--- src/rtl/dga_pkg.sv ---
// Shared types and constants for the daily group averager.
// No dependencies; the RTL files that use it refer to it by scoped names.
`default_nettype none

package dga_pkg;

  localparam int CHANNELS = 4;

  localparam int YEAR_W  = 12;
  localparam int MONTH_W = 4;
  localparam int DAY_W   = 5;
  localparam int VAL_W   = 18;
  localparam int SUM_W   = 27;
  localparam int BAND_W  = 10;

  // APB register file: one register, word addressed by paddr[ADDR_W-1:2]
  localparam int ADDR_W = 3;
  localparam int DATA_W = 32;
  localparam logic [ADDR_W-3:0] REG_ZERO_BAND = 1'b0;
  localparam logic [BAND_W-1:0] ZERO_BAND_RESET = 10'd1;

  typedef logic signed [VAL_W-1:0] val_t;
  typedef logic signed [SUM_W-1:0] sum_t;

  typedef struct packed {
    logic [YEAR_W-1:0]  year;
    logic [MONTH_W-1:0] month;
    logic [DAY_W-1:0]   day;
  } date_t;

  // closed group as handed from front to back (counts travel beside it)
  typedef struct packed {
    date_t                 date;
    sum_t [CHANNELS-1:0]   sum;
    logic                  last;
  } group_t;

  localparam sum_t SUM_MAX = sum_t'(2 ** (SUM_W - 1) - 1);
  localparam sum_t SUM_MIN = sum_t'(-(2 ** (SUM_W - 1)));
  localparam val_t MEAN_MAX = val_t'(2 ** (VAL_W - 1) - 1);
  localparam val_t MEAN_MIN = val_t'(-(2 ** (VAL_W - 1)));

  // quotient magnitude limits before saturation
  localparam logic [SUM_W-1:0] MEAN_POS_LIM = SUM_W'(2 ** (VAL_W - 1) - 1);
  localparam logic [SUM_W-1:0] MEAN_NEG_LIM = SUM_W'(2 ** (VAL_W - 1));

endpackage

`default_nettype wire

--- src/rtl/dga_in_if.sv ---
// Input channel of the daily group averager: one dated reading per item.
// Depends on dga_pkg for field widths.
`default_nettype none

interface dga_in_if;
  logic                              valid;
  logic                              ready;
  logic [dga_pkg::YEAR_W-1:0]        year;
  logic [dga_pkg::MONTH_W-1:0]       month;
  logic [dga_pkg::DAY_W-1:0]         day_of_month;
  logic signed [dga_pkg::VAL_W-1:0]  value_0;
  logic signed [dga_pkg::VAL_W-1:0]  value_1;
  logic signed [dga_pkg::VAL_W-1:0]  value_2;
  logic signed [dga_pkg::VAL_W-1:0]  value_3;
  logic                              end_of_data;

  modport source (
    output valid, year, month, day_of_month, value_0, value_1, value_2, value_3,
           end_of_data,
    input  ready
  );
  modport sink (
    input  valid, year, month, day_of_month, value_0, value_1, value_2, value_3,
           end_of_data,
    output ready
  );
endinterface

`default_nettype wire

--- src/rtl/dga_out_if.sv ---
// Output channel of the daily group averager: one daily mean record per item.
// Depends on dga_pkg for field widths.
`default_nettype none

interface dga_out_if;
  logic                              valid;
  logic                              ready;
  logic [dga_pkg::YEAR_W-1:0]        out_year;
  logic [dga_pkg::MONTH_W-1:0]       out_month;
  logic [dga_pkg::DAY_W-1:0]         out_day;
  logic signed [dga_pkg::VAL_W-1:0]  mean_0;
  logic signed [dga_pkg::VAL_W-1:0]  mean_1;
  logic signed [dga_pkg::VAL_W-1:0]  mean_2;
  logic signed [dga_pkg::VAL_W-1:0]  mean_3;
  logic                              last_of_run;

  modport source (
    output valid, out_year, out_month, out_day, mean_0, mean_1, mean_2, mean_3,
           last_of_run,
    input  ready
  );
  modport sink (
    input  valid, out_year, out_month, out_day, mean_0, mean_1, mean_2, mean_3,
           last_of_run,
    output ready
  );
endinterface

`default_nettype wire

--- src/rtl/dga_fifo.sv ---
// Small register FIFO carrying closed groups from the front to the back.
// Generic width and depth; no package dependency.
`default_nettype none

module dga_fifo #(
  parameter int W     = 8,
  parameter int DEPTH = 2
) (
  input  logic         clk,
  input  logic         rst,
  input  logic         push,
  input  logic [W-1:0] wdata,
  output logic         full,
  input  logic         pop,
  output logic [W-1:0] rdata,
  output logic         empty
);

  localparam int PW = (DEPTH > 1) ? $clog2(DEPTH) : 1;
  localparam int CW = $clog2(DEPTH + 1);

  logic [W-1:0]  mem [DEPTH];
  logic [PW-1:0] wp;
  logic [PW-1:0] rp;
  logic [CW-1:0] count;

  assign full  = (count == CW'(DEPTH));
  assign empty = (count == '0);
  assign rdata = mem[rp];

  always_ff @(posedge clk) begin
    if (push) begin
      mem[wp] <= wdata;
    end
  end

  always_ff @(posedge clk) begin
    if (rst) begin
      wp    <= '0;
      rp    <= '0;
      count <= '0;
    end else begin
      if (push) begin
        wp <= (wp == PW'(DEPTH - 1)) ? '0 : wp + 1'b1;
      end
      if (pop) begin
        rp <= (rp == PW'(DEPTH - 1)) ? '0 : rp + 1'b1;
      end
      if (push && !pop) begin
        count <= count + 1'b1;
      end else if (pop && !push) begin
        count <= count - 1'b1;
      end
    end
  end

endmodule

`default_nettype wire

--- src/rtl/dga_div.sv ---
// Restoring unsigned divider, one quotient bit per cycle.
// No package dependency.
`default_nettype none

module dga_div #(
  parameter int NW = 27,
  parameter int DW = 9
) (
  input  logic          clk,
  input  logic          rst,
  input  logic          start,
  input  logic [NW-1:0] dividend,
  input  logic [DW-1:0] divisor,
  output logic          done,
  output logic [NW-1:0] quotient
);

  localparam int STEP_W = $clog2(NW + 1);

  logic [DW-1:0]     rem;
  logic [NW-1:0]     quo;
  logic [DW-1:0]     dvs;
  logic [STEP_W-1:0] steps;
  logic              busy;
  logic [DW:0]       rem_sh;
  logic              ge;

  // dividend bits shift out of quo's top while quotient bits shift in below
  assign rem_sh   = {rem, quo[NW-1]};
  assign ge       = (rem_sh >= {1'b0, dvs});
  assign quotient = quo;

  always_ff @(posedge clk) begin
    if (rst) begin
      busy  <= 1'b0;
      done  <= 1'b0;
      steps <= '0;
    end else begin
      done <= 1'b0;
      if (start) begin
        rem   <= '0;
        quo   <= dividend;
        dvs   <= divisor;
        steps <= STEP_W'(NW);
        busy  <= 1'b1;
      end else if (busy) begin
        rem   <= ge ? DW'(rem_sh - {1'b0, dvs}) : rem_sh[DW-1:0];
        quo   <= {quo[NW-2:0], ge};
        steps <= steps - 1'b1;
        if (steps == STEP_W'(1)) begin
          busy <= 1'b0;
          done <= 1'b1;
        end
      end
    end
  end

endmodule

`default_nettype wire

--- src/rtl/dga_front.sv ---
// Front end: accepts readings, detects date changes, keeps per-channel sums
// and counts, and pushes closed groups into the FIFO. Uses dga_pkg, dga_in_if.
`default_nettype none

module dga_front #(
  parameter int MAX_READINGS_PER_DAY = 256,
  parameter int CNT_W                = 9
) (
  input  logic                                      clk,
  input  logic                                      rst,
  dga_in_if.sink                                    rd,
  input  logic [dga_pkg::BAND_W-1:0]                zero_band,
  input  logic                                      q_full,
  output logic                                      q_push,
  output dga_pkg::group_t                           push_grp,
  output logic [dga_pkg::CHANNELS-1:0][CNT_W-1:0]   push_cnt
);

  localparam int C  = dga_pkg::CHANNELS;
  localparam int VW = dga_pkg::VAL_W;
  localparam int SW = dga_pkg::SUM_W;
  localparam logic [CNT_W-1:0] CNT_MAX = CNT_W'(MAX_READINGS_PER_DAY);

  logic                       open;
  logic                       pend;   // end of data seen, group flush still owed
  dga_pkg::date_t             gdate;
  dga_pkg::date_t             in_date;
  dga_pkg::sum_t [C-1:0]      sum;
  dga_pkg::sum_t [C-1:0]      sum_next;
  logic [C-1:0][CNT_W-1:0]    cnt;
  logic [C-1:0][CNT_W-1:0]    cnt_next;
  logic [C-1:0][VW-1:0]       in_val;
  logic                       accept;
  logic                       change;

  assign in_date   = {rd.year, rd.month, rd.day_of_month};
  assign in_val[0] = rd.value_0;
  assign in_val[1] = rd.value_1;
  assign in_val[2] = rd.value_2;
  assign in_val[3] = rd.value_3;

  assign rd.ready = !pend && !q_full;
  assign accept   = rd.valid && rd.ready;
  assign change   = open && (in_date != gdate);

  always_comb begin
    logic [SW:0]      s_wide;
    logic [VW:0]      mag;
    logic [SW-1:0]    base_s;
    logic [CNT_W-1:0] base_n;
    logic             counted;
    for (int c = 0; c < C; c++) begin
      base_s = change ? '0 : sum[c];
      base_n = change ? '0 : cnt[c];
      s_wide = {base_s[SW-1], base_s} + {{(SW + 1 - VW){in_val[c][VW-1]}}, in_val[c]};
      if (s_wide[SW] != s_wide[SW-1]) begin
        sum_next[c] = s_wide[SW] ? dga_pkg::SUM_MIN : dga_pkg::SUM_MAX;
      end else begin
        sum_next[c] = s_wide[SW-1:0];
      end
      mag = in_val[c][VW-1] ? (~{1'b1, in_val[c]} + (VW + 1)'(1)) : {1'b0, in_val[c]};
      counted = (mag > (VW + 1)'(zero_band)) && (base_n < CNT_MAX);
      cnt_next[c] = base_n + CNT_W'(counted);
    end
  end

  // a date change flushes the old group on accept; end of data flushes
  // the updated group in a later cycle once the FIFO has room
  assign q_push        = (accept && change) || (pend && !q_full);
  assign push_grp.date = gdate;
  assign push_grp.sum  = sum;
  assign push_grp.last = accept ? !rd.end_of_data : 1'b1;
  assign push_cnt      = cnt;

  always_ff @(posedge clk) begin
    if (rst) begin
      open  <= 1'b0;
      pend  <= 1'b0;
      gdate <= '0;
      sum   <= '0;
      cnt   <= '0;
    end else if (accept) begin
      open  <= 1'b1;
      pend  <= rd.end_of_data;
      gdate <= in_date;
      sum   <= sum_next;
      cnt   <= cnt_next;
    end else if (pend && !q_full) begin
      open <= 1'b0;
      pend <= 1'b0;
      sum  <= '0;
      cnt  <= '0;
    end
  end

endmodule

`default_nettype wire

--- src/rtl/dga_back.sv ---
// Back end: takes closed groups from the FIFO, divides each channel sum by
// its count on one shared divider, and drives the output register.
// Uses dga_pkg, dga_out_if and dga_div.
`default_nettype none

module dga_back #(
  parameter int CNT_W = 9
) (
  input  logic                                     clk,
  input  logic                                     rst,
  input  logic                                     q_empty,
  output logic                                     q_pop,
  input  dga_pkg::group_t                          pop_grp,
  input  logic [dga_pkg::CHANNELS-1:0][CNT_W-1:0]  pop_cnt,
  dga_out_if.source                                res
);

  localparam int C    = dga_pkg::CHANNELS;
  localparam int VW   = dga_pkg::VAL_W;
  localparam int SW   = dga_pkg::SUM_W;
  localparam int CH_W = (C > 1) ? $clog2(C) : 1;

  typedef enum logic [1:0] {S_IDLE, S_START, S_WAIT, S_OUT} state_t;

  state_t                   state;
  dga_pkg::group_t          grp;
  logic [C-1:0][CNT_W-1:0]  cnt;
  logic [CH_W-1:0]          ch;
  dga_pkg::val_t [C-1:0]    mean;
  dga_pkg::val_t            mean_ch;
  logic                     div_start;
  logic                     div_done;
  logic [SW-1:0]            dividend;
  logic [SW-1:0]            quo;
  logic                     neg;

  assign q_pop     = (state == S_IDLE) && !q_empty;
  assign div_start = (state == S_START);
  assign neg       = grp.sum[ch][SW-1];
  assign dividend  = neg ? (~grp.sum[ch] + SW'(1)) : grp.sum[ch];

  dga_div #(
    .NW (SW),
    .DW (CNT_W)
  ) u_div (
    .clk      (clk),
    .rst      (rst),
    .start    (div_start),
    .dividend (dividend),
    .divisor  (cnt[ch]),
    .done     (div_done),
    .quotient (quo)
  );

  // truncate toward zero: divide magnitudes, restore sign, then saturate
  always_comb begin
    if (cnt[ch] == '0) begin
      mean_ch = '0;
    end else if (neg) begin
      mean_ch = (quo > dga_pkg::MEAN_NEG_LIM) ? dga_pkg::MEAN_MIN
                                              : ~quo[VW-1:0] + VW'(1);
    end else begin
      mean_ch = (quo > dga_pkg::MEAN_POS_LIM) ? dga_pkg::MEAN_MAX : quo[VW-1:0];
    end
  end

  always_ff @(posedge clk) begin
    if (rst) begin
      state     <= S_IDLE;
      ch        <= '0;
      res.valid <= 1'b0;
    end else begin
      // output register loads in S_OUT once free, otherwise drops on handshake
      if ((state == S_OUT) && (!res.valid || res.ready)) begin
        res.valid <= 1'b1;
      end else if (res.valid && res.ready) begin
        res.valid <= 1'b0;
      end
      unique case (state)
        S_IDLE: begin
          if (!q_empty) begin
            grp   <= pop_grp;
            cnt   <= pop_cnt;
            ch    <= '0;
            state <= S_START;
          end
        end
        S_START: begin
          state <= S_WAIT;
        end
        S_WAIT: begin
          if (div_done) begin
            mean[ch] <= mean_ch;
            if (ch == CH_W'(C - 1)) begin
              state <= S_OUT;
            end else begin
              ch    <= ch + 1'b1;
              state <= S_START;
            end
          end
        end
        S_OUT: begin
          if (!res.valid || res.ready) begin
            res.out_year    <= grp.date.year;
            res.out_month   <= grp.date.month;
            res.out_day     <= grp.date.day;
            res.mean_0      <= mean[0];
            res.mean_1      <= mean[1];
            res.mean_2      <= mean[2];
            res.mean_3      <= mean[3];
            res.last_of_run <= grp.last;
            state           <= S_IDLE;
          end
        end
        default: begin
          state <= S_IDLE;
        end
      endcase
    end
  end

endmodule

`default_nettype wire

--- src/rtl/daily_group_averager.sv ---
// Daily group averager, top level.
// Uses dga_pkg, dga_in_if, dga_out_if, dga_fifo, dga_front and dga_back.
//
// reading: valid/ready channel of dated readings, four signed channel values
//   in millidegrees and an end_of_data flag. An item is taken whenever valid
//   and ready are both high; the only stalls are while a flush owed by
//   end_of_data is pending and while the two-entry group FIFO is full.
// result: valid/ready channel of daily means. A result appears when a
//   reading with a new date arrives (the previous day) and after a reading
//   with end_of_data (the current day); last_of_run marks the last result
//   an item causes.
// Back end: each closed day is divided on the shared restoring divider, four
//   channels in turn, with a setup state (S_START) before each divide; the
//   next day is taken from the FIFO once the last is in the output register.
//   Readings that do not close a day wait only on the stalls above.
// Result stall: the output register holds its item until taken; the back
//   end keeps dividing the next queued day meanwhile, and the front keeps
//   accumulating until the FIFO fills.
// APB: zero_band at byte address 0, reset value 1; pready is always high.
// Reset (rst, synchronous) empties the FIFO, closes any open day and clears
//   sums and counts.
`default_nettype none

module daily_group_averager #(
  parameter int MAX_READINGS_PER_DAY = 256
) (
  input  logic                          clk,
  input  logic                          rst,
  dga_in_if.sink                        reading,
  dga_out_if.source                     result,
  input  logic                          psel,
  input  logic                          penable,
  input  logic                          pwrite,
  input  logic [dga_pkg::ADDR_W-1:0]    paddr,
  input  logic [dga_pkg::DATA_W-1:0]    pwdata,
  output logic [dga_pkg::DATA_W-1:0]    prdata,
  output logic                          pready
);

  localparam int C     = dga_pkg::CHANNELS;
  localparam int CNT_W = $clog2(MAX_READINGS_PER_DAY + 1);
  localparam int QW    = $bits(dga_pkg::group_t) + C * CNT_W;

  logic [dga_pkg::BAND_W-1:0]  zero_band;
  logic [dga_pkg::ADDR_W-3:0]  reg_idx;

  logic                        q_push;
  logic                        q_pop;
  logic                        q_full;
  logic                        q_empty;
  dga_pkg::group_t             push_grp;
  dga_pkg::group_t             pop_grp;
  logic [C-1:0][CNT_W-1:0]     push_cnt;
  logic [C-1:0][CNT_W-1:0]     pop_cnt;
  logic [QW-1:0]               q_rdata;

  assign reg_idx = paddr[dga_pkg::ADDR_W-1:2];
  assign pready  = 1'b1;
  assign prdata  = (reg_idx == dga_pkg::REG_ZERO_BAND) ? dga_pkg::DATA_W'(zero_band) : '0;

  always_ff @(posedge clk) begin
    if (rst) begin
      zero_band <= dga_pkg::ZERO_BAND_RESET;
    end else if (psel && penable && pwrite && (reg_idx == dga_pkg::REG_ZERO_BAND)) begin
      zero_band <= pwdata[dga_pkg::BAND_W-1:0];
    end
  end

  dga_front #(
    .MAX_READINGS_PER_DAY (MAX_READINGS_PER_DAY),
    .CNT_W                (CNT_W)
  ) u_front (
    .clk       (clk),
    .rst       (rst),
    .rd        (reading),
    .zero_band (zero_band),
    .q_full    (q_full),
    .q_push    (q_push),
    .push_grp  (push_grp),
    .push_cnt  (push_cnt)
  );

  dga_fifo #(
    .W     (QW),
    .DEPTH (2)
  ) u_fifo (
    .clk   (clk),
    .rst   (rst),
    .push  (q_push),
    .wdata ({push_grp, push_cnt}),
    .full  (q_full),
    .pop   (q_pop),
    .rdata (q_rdata),
    .empty (q_empty)
  );

  assign {pop_grp, pop_cnt} = q_rdata;

  dga_back #(
    .CNT_W (CNT_W)
  ) u_back (
    .clk     (clk),
    .rst     (rst),
    .q_empty (q_empty),
    .q_pop   (q_pop),
    .pop_grp (pop_grp),
    .pop_cnt (pop_cnt),
    .res     (result)
  );

  a_no_overflow: assert property (@(posedge clk) disable iff (rst) q_push |-> !q_full)
    else $error("group FIFO written while full");

  a_eod_stalls: assert property (@(posedge clk) disable iff (rst)
    (reading.valid && reading.ready && reading.end_of_data) |=> !reading.ready)
    else $error("reading taken while end-of-data flush pending");

  a_no_pop_empty: assert property (@(posedge clk) disable iff (rst) q_pop |-> !q_empty)
    else $error("group FIFO read while empty");

  a_reset_empty: assert property (@(posedge clk) $past(rst) |-> q_empty)
    else $error("group FIFO not empty after reset");

endmodule

`default_nettype wire

--- src/flat_wrapper.sv ---
// flat-port wrapper written by rule: the top's interface ports become plain ports
module daily_group_averager_flat 
#(
  parameter int MAX_READINGS_PER_DAY = 256
)
  (clk, rst, psel, penable, pwrite, paddr, pwdata, prdata, pready, reading_valid, reading_year, reading_month, reading_day_of_month, reading_value_0, reading_value_1, reading_value_2, reading_value_3, reading_end_of_data, reading_ready, result_valid, result_out_year, result_out_month, result_out_day, result_mean_0, result_mean_1, result_mean_2, result_mean_3, result_last_of_run, result_ready);
  dga_in_if reading_i ();
  dga_out_if result_i ();
  input  logic clk;
  input  logic rst;
  input  logic psel;
  input  logic penable;
  input  logic pwrite;
  input  logic [dga_pkg::ADDR_W-1:0] paddr;
  input  logic [dga_pkg::DATA_W-1:0] pwdata;
  output logic [dga_pkg::DATA_W-1:0] prdata;
  output logic pready;
  input wire logic [$bits(reading_i.valid)-1:0] reading_valid;
  input wire logic [$bits(reading_i.year)-1:0] reading_year;
  input wire logic [$bits(reading_i.month)-1:0] reading_month;
  input wire logic [$bits(reading_i.day_of_month)-1:0] reading_day_of_month;
  input wire logic [$bits(reading_i.value_0)-1:0] reading_value_0;
  input wire logic [$bits(reading_i.value_1)-1:0] reading_value_1;
  input wire logic [$bits(reading_i.value_2)-1:0] reading_value_2;
  input wire logic [$bits(reading_i.value_3)-1:0] reading_value_3;
  input wire logic [$bits(reading_i.end_of_data)-1:0] reading_end_of_data;
  output wire logic [$bits(reading_i.ready)-1:0] reading_ready;
  output wire logic [$bits(result_i.valid)-1:0] result_valid;
  output wire logic [$bits(result_i.out_year)-1:0] result_out_year;
  output wire logic [$bits(result_i.out_month)-1:0] result_out_month;
  output wire logic [$bits(result_i.out_day)-1:0] result_out_day;
  output wire logic [$bits(result_i.mean_0)-1:0] result_mean_0;
  output wire logic [$bits(result_i.mean_1)-1:0] result_mean_1;
  output wire logic [$bits(result_i.mean_2)-1:0] result_mean_2;
  output wire logic [$bits(result_i.mean_3)-1:0] result_mean_3;
  output wire logic [$bits(result_i.last_of_run)-1:0] result_last_of_run;
  input wire logic [$bits(result_i.ready)-1:0] result_ready;
  assign reading_i.valid = reading_valid;
  assign reading_i.year = reading_year;
  assign reading_i.month = reading_month;
  assign reading_i.day_of_month = reading_day_of_month;
  assign reading_i.value_0 = reading_value_0;
  assign reading_i.value_1 = reading_value_1;
  assign reading_i.value_2 = reading_value_2;
  assign reading_i.value_3 = reading_value_3;
  assign reading_i.end_of_data = reading_end_of_data;
  assign reading_ready = reading_i.ready;
  assign result_valid = result_i.valid;
  assign result_out_year = result_i.out_year;
  assign result_out_month = result_i.out_month;
  assign result_out_day = result_i.out_day;
  assign result_mean_0 = result_i.mean_0;
  assign result_mean_1 = result_i.mean_1;
  assign result_mean_2 = result_i.mean_2;
  assign result_mean_3 = result_i.mean_3;
  assign result_last_of_run = result_i.last_of_run;
  assign result_i.ready = result_ready;
  daily_group_averager #(.MAX_READINGS_PER_DAY(MAX_READINGS_PER_DAY)) u_core (.clk(clk), .rst(rst), .reading(reading_i), .result(result_i), .psel(psel), .penable(penable), .pwrite(pwrite), .paddr(paddr), .pwdata(pwdata), .prdata(prdata), .pready(pready));
endmodule
--- config.mk ---
export PLATFORM = sky130hd
export DESIGN_NAME = daily_group_averager_flat
export DESIGN_NICKNAME = d
export VERILOG_FILES = /design/src/rtl/dga_pkg.sv /design/src/rtl/dga_in_if.sv /design/src/rtl/dga_out_if.sv /design/src/rtl/dga_fifo.sv /design/src/rtl/dga_div.sv /design/src/rtl/dga_front.sv /design/src/rtl/dga_back.sv /design/src/rtl/daily_group_averager.sv /design/src/flat_wrapper.sv
export SDC_FILE = /design/constraint.sdc
export NUM_CORES = 1
export LEC_CHECK = 0
export ABC_CLOCK_PERIOD_IN_PS = 22100
export BUFFER_PORTS_ARGS = -buffer_cell sky130_fd_sc_hd__buf_4
export CORE_MARGIN = 5
export CORE_UTILIZATION = 45
export CTS_BUF_LIST = sky130_fd_sc_hd__clkbuf_4
export CTS_CLUSTER_DIAMETER = 80
export DETAILED_ROUTE_END_ITERATION = 7
export MAX_ROUTING_LAYER = met4
export PLACE_DENSITY_LB_ADDON = 0.3
export RECOVER_POWER = 25
export REMOVE_ABC_BUFFERS = 1
export SLEW_MARGIN = 20
export SYNTH_ARGS = -nofsm -noshare
export SYNTH_HDL_FRONTEND = slang
export SYNTH_HIERARCHICAL = 1
export SYNTH_SLANG_ARGS = --single-unit
--- constraint.sdc ---
create_clock -name clk -period 22.1 [get_ports clk]
set_input_delay 1.105 -clock clk [delete_from_list [all_inputs] [get_ports clk]]
set_output_delay 1.105 -clock clk [all_outputs]
set_load 0.02 [all_outputs]
==> results.tsv <==
stage	metric	value	unit
setup_path	Worst Setup Start Kind	flop	
worst_hold_path	hold crit path type	in -> reg	
route	DRT Pass-1 Iters	5	
setup_path	Worst EP required	22.95	ns
synth	largest cells by area after synthesis	edfxtp_1, dfxtp_1, ha_1, mux2_2, a21oi_1	
finish	sequential cell area	0.0252	mm²
timing	Slew Viols, Final	0	
finish	Fillers	8252	
clocking	Sink Count	903	
finish	synth-to-layout area growth	13.4	%
timing	total negative setup slack	0	ns
timing	Final Hold Fails	0	
finish	layout cell share with drive strength beyond 1	23.0	%
die	DIE AREA	0.101	mm²
clocking	htree depth	4	
clocking	clk buf depth	3	
synth	Synth top area share	49.7	%
place	RePlAce Congestion	0.887	
die	Core ar.	0.0947	mm²
setup_path	R2R depth	22	
global_route	remaining global-route overflow	0	
synth	Syn Area/Cell	12.6	µm²
finish	fin nets	4050	
route	via count	27900	
route	M1 WL	43.9	mm
die	die width	319	µm
global_route	first-pass GRT wire length	153	mm
synth	Async S/R FF share, synth	0	%
synth	distinct cell type count after synthesis	91	
global_route	pin count of the biggest net entering global routing	153	
timing	min Tclk post-route	7.64	ns
timing	Slew HR	29.2	%
timing	Finish-stage setup viols	0	
route	WL final	97.4	mm
die	Die Span Y	319	µm
place	placed cell count	4767	
synth	cell with the most instances after synthesis	edfxtp_1	
route	met3 wire length	6.07	mm
route	DRT iter0 DRCs	1989	
global_route	total track usage	19.4	%
place	input/output buffers	217	
global_route	initial antenna violation count	8	
clocking	clk_lat worst skew	1.03	ns
timing	Fmax achieved	131	MHz
power_and_ir_drop	static leakage	17.9	nW
synth	Ys Warns	6	
route	wire per inst	18.8	µm
synth	cell taking the most area after synthesis	edfxtp_1	
job	MaxCap Viol Count	0	
power_and_ir_drop	VDD IR max	0.0000813	V
clocking	hold-fix buffers at CTS	0	
timing	Worst Tran Pin Value	1.06	ns
setup_path	CP arrival	8.49	ns
synth	post-synthesis sequential area ratio	58.8	%
route	remaining antenna violation count	0	
die	Top Ports	265	
run_status	status	finished, final reports clean	
die	initial core utilization	45.2	%
finish	area occupied by multi-input gates	0.0167	mm²
clocking	Num CTS Buffers	219	
route	max layer used	met4	
timing	crit share post-route	34.6	%
power_and_ir_drop	Cell Pwr Density	111	mW/mm²
synth	post-synthesis register bit count	903	
route	post-detailed-route DRC marker count	0	
timing	skew final	0.0535	ns
die	Std-Cell Rows	113	
clocking	CTS resizes	0	
clocking	Root Driver	clkbuf_4	
timing	unrepaired setup endpoints after global routing	no	
global_route	vias in the first global route	27300	
synth	main flop type after synthesis	edfxtp_1	
synth	number of synthesized flops with an enable pin	709	
setup_path	CP Capture Type	flop	
clocking	setup bufs post-CTS	0	
worst_hold_path	hold depth	3	
place	DP HPWL	65.5	mm
route	via/cell ratio	5.38	
synth	cell count after synthesis	3398	
synth	Post-synth top cells	edfxtp_1, nand2_1, a21oi_1, o21ai_0, mux2_2	
clocking	TritonCTS clock tree	yes	
route	Detail Route met2 WL	45.6	mm
finish	final cell count without fillers	5182	
setup_path	crit-path max FO	59	
timing	worst hold slack	0.332	ns
clocking	clock slew at reported path FFs	0.07	ns
setup_path	critical path class	reg -> reg	
synth	mapped cell area	0.0428	mm²
==> state kept, by name (all words and copies together) (netlist names), 4 cells and up, named ones only <==
| register | cells |
|---|---|
| u_core/zero_band | 10 |
| u_core/u_back/u_div/dvs | 9 |
| u_core/u_back/res.mean_3 | 18 |
| u_core/u_front/push_grp | 129 |
| u_core/u_back/u_div/rem | 9 |
| u_core/u_fifo/mem | 332 |
| u_core/u_back/res.out_month | 4 |
| u_core/u_back/res.mean_0 | 18 |
| u_core/u_front/push_cnt | 36 |
| u_core/u_back/cnt | 36 |
| u_core/u_back/res.out_year | 12 |
| u_core/u_back/u_div/steps | 5 |
| u_core/u_back/mean | 72 |
| u_core/u_back/u_div/quotient | 27 |
| u_core/u_back/grp | 130 |
| u_core/u_back/res.out_day | 5 |
| u_core/u_back/res.mean_1 | 18 |
| u_core/u_back/res.mean_2 | 18 |
==> final timing paths <==
| kind | end | startpoint | slack [ns] |
|---|---|---|---|
| max | u_core/u_front/push_grp[21]$_SDFFE_PP0P_ | u_core/u_front/push_grp[119]$_SDFFE_PP0P_ | 14.46 |
| max reg2reg | u_core/u_front/push_grp[21]$_SDFFE_PP0P_ | u_core/u_front/push_grp[119]$_SDFFE_PP0P_ | 14.46 |
| min | u_core/u_front/push_grp[110]$_SDFFE_PP0P_ | reading_day_of_month[1] | 0.33 |
| min reg2reg | u_core/u_back/res.mean_2[2]$_DFFE_PP_ | u_core/u_back/mean[38]$_DFFE_PP_ | 0.41 |
==> worst max-delay path: stages, from the launching register on <==
cell	delay, ns
dfxtp_1	0.34
xor2_1	0.16
nor4_1	0.46
nand4_1	0.19
o41ai_2	0.24
buf_4	0.37
buf_4	0.55
and2_1	0.23
ha_1	0.27
a21oi_1	0.30
nor3_1	0.10
nor3_1	0.41
o21ai_0	0.18
a41oi_1	0.41
a21oi_1	0.17
a211o_1	0.32
a21o_1	0.18
a21oi_1	0.23
xnor2_1	0.10
ha_1	0.92
a21oi_1	0.34
nand2b_1	0.66
o21ai_0	0.22
==> power breakdown <==
part / switching [W] / leakage, nW / internal [W]
registers: 0.000204 / 8.12 / 0.00223
clock network: 0.000645 / 1.79 / 0.000762
logic: 0.000902 / 8.02 / 0.000655
total: 0.00175 / 17.9 / 0.00365
==> stage by stage <==
step / worst slack, ns / cell area, µm² / total power, W / util (%)
finish: 14.46 / 48600 / 0.00540 / 51.3
CTS: 14.52 / 48600 / 0.00545 / 51.3
detailed placement: 13.73 / 45600 / 0.00402 / 48.1
floorplan: 4.22 / 42000 / 0.00363 / -
global placement: 13.77 / 45600 / 0.00398 / 48.1
global route: 14.03 / 48600 / 0.00575 / 51.3
==> per-layer routing <==
| layer | vias to the layer above | GRT usage, % |
|---|---|---|
| met5 | - | - |
| met4 | 0 | 5.47 |
| met3 | 124 | 4.12 |
| met2 | 804 | 30.4 |
| met1 | 13400 | 25.9 |
| li1 | 13500 | - |
==> cells by family (layout without fill, tap and decap cells) <==
group | after synthesis | in the layout | synth area share (%)
AND/OR/NAND/NOR | 910 | 910 | 10.9
flip-flops | 903 | 903 | 58.8
AO/OA/AOI/OAI | 720 | 720 | 10.7
multiplexers | 254 | 254 | 7.54
buffers and inverters | 233 | 728 | 2.67
adder cells (fa/ha/maj) | 193 | 193 | 5.71
XOR/XNOR | 183 | 183 | 3.74
other | 2 | 26 | 0.0175
==> cells in the final DEF (no fill, tap or decap), types with 44 or more instances in the layout <==
cell type,n
a21oi_1,222
dfxtp_1,191
ha_1,185
buf_4,241
xnor2_1,107
nand2_1,258
nand2b_1,44
mux2_2,195
and2_1,133
inv_1,71
a21o_1,57
o21ai_0,197
edfxtp_1,709
xor2_1,76
nor2_1,184
clkbuf_4,347
==> area by class of cell <==
cell class | count | area share (%)
diodes | 3 | 0.0155
multi-input cells | 2283 | 34.3
flip-flops and latches | 903 | 51.8
repair buffers | 245 | 3.85
inverters | 72 | 0.556
clock inverters | 64 | 0.827
well taps | 1265 | 3.26
clock buffers | 347 | 5.36
No activity file was read; power rests on OpenSTA's default activity.
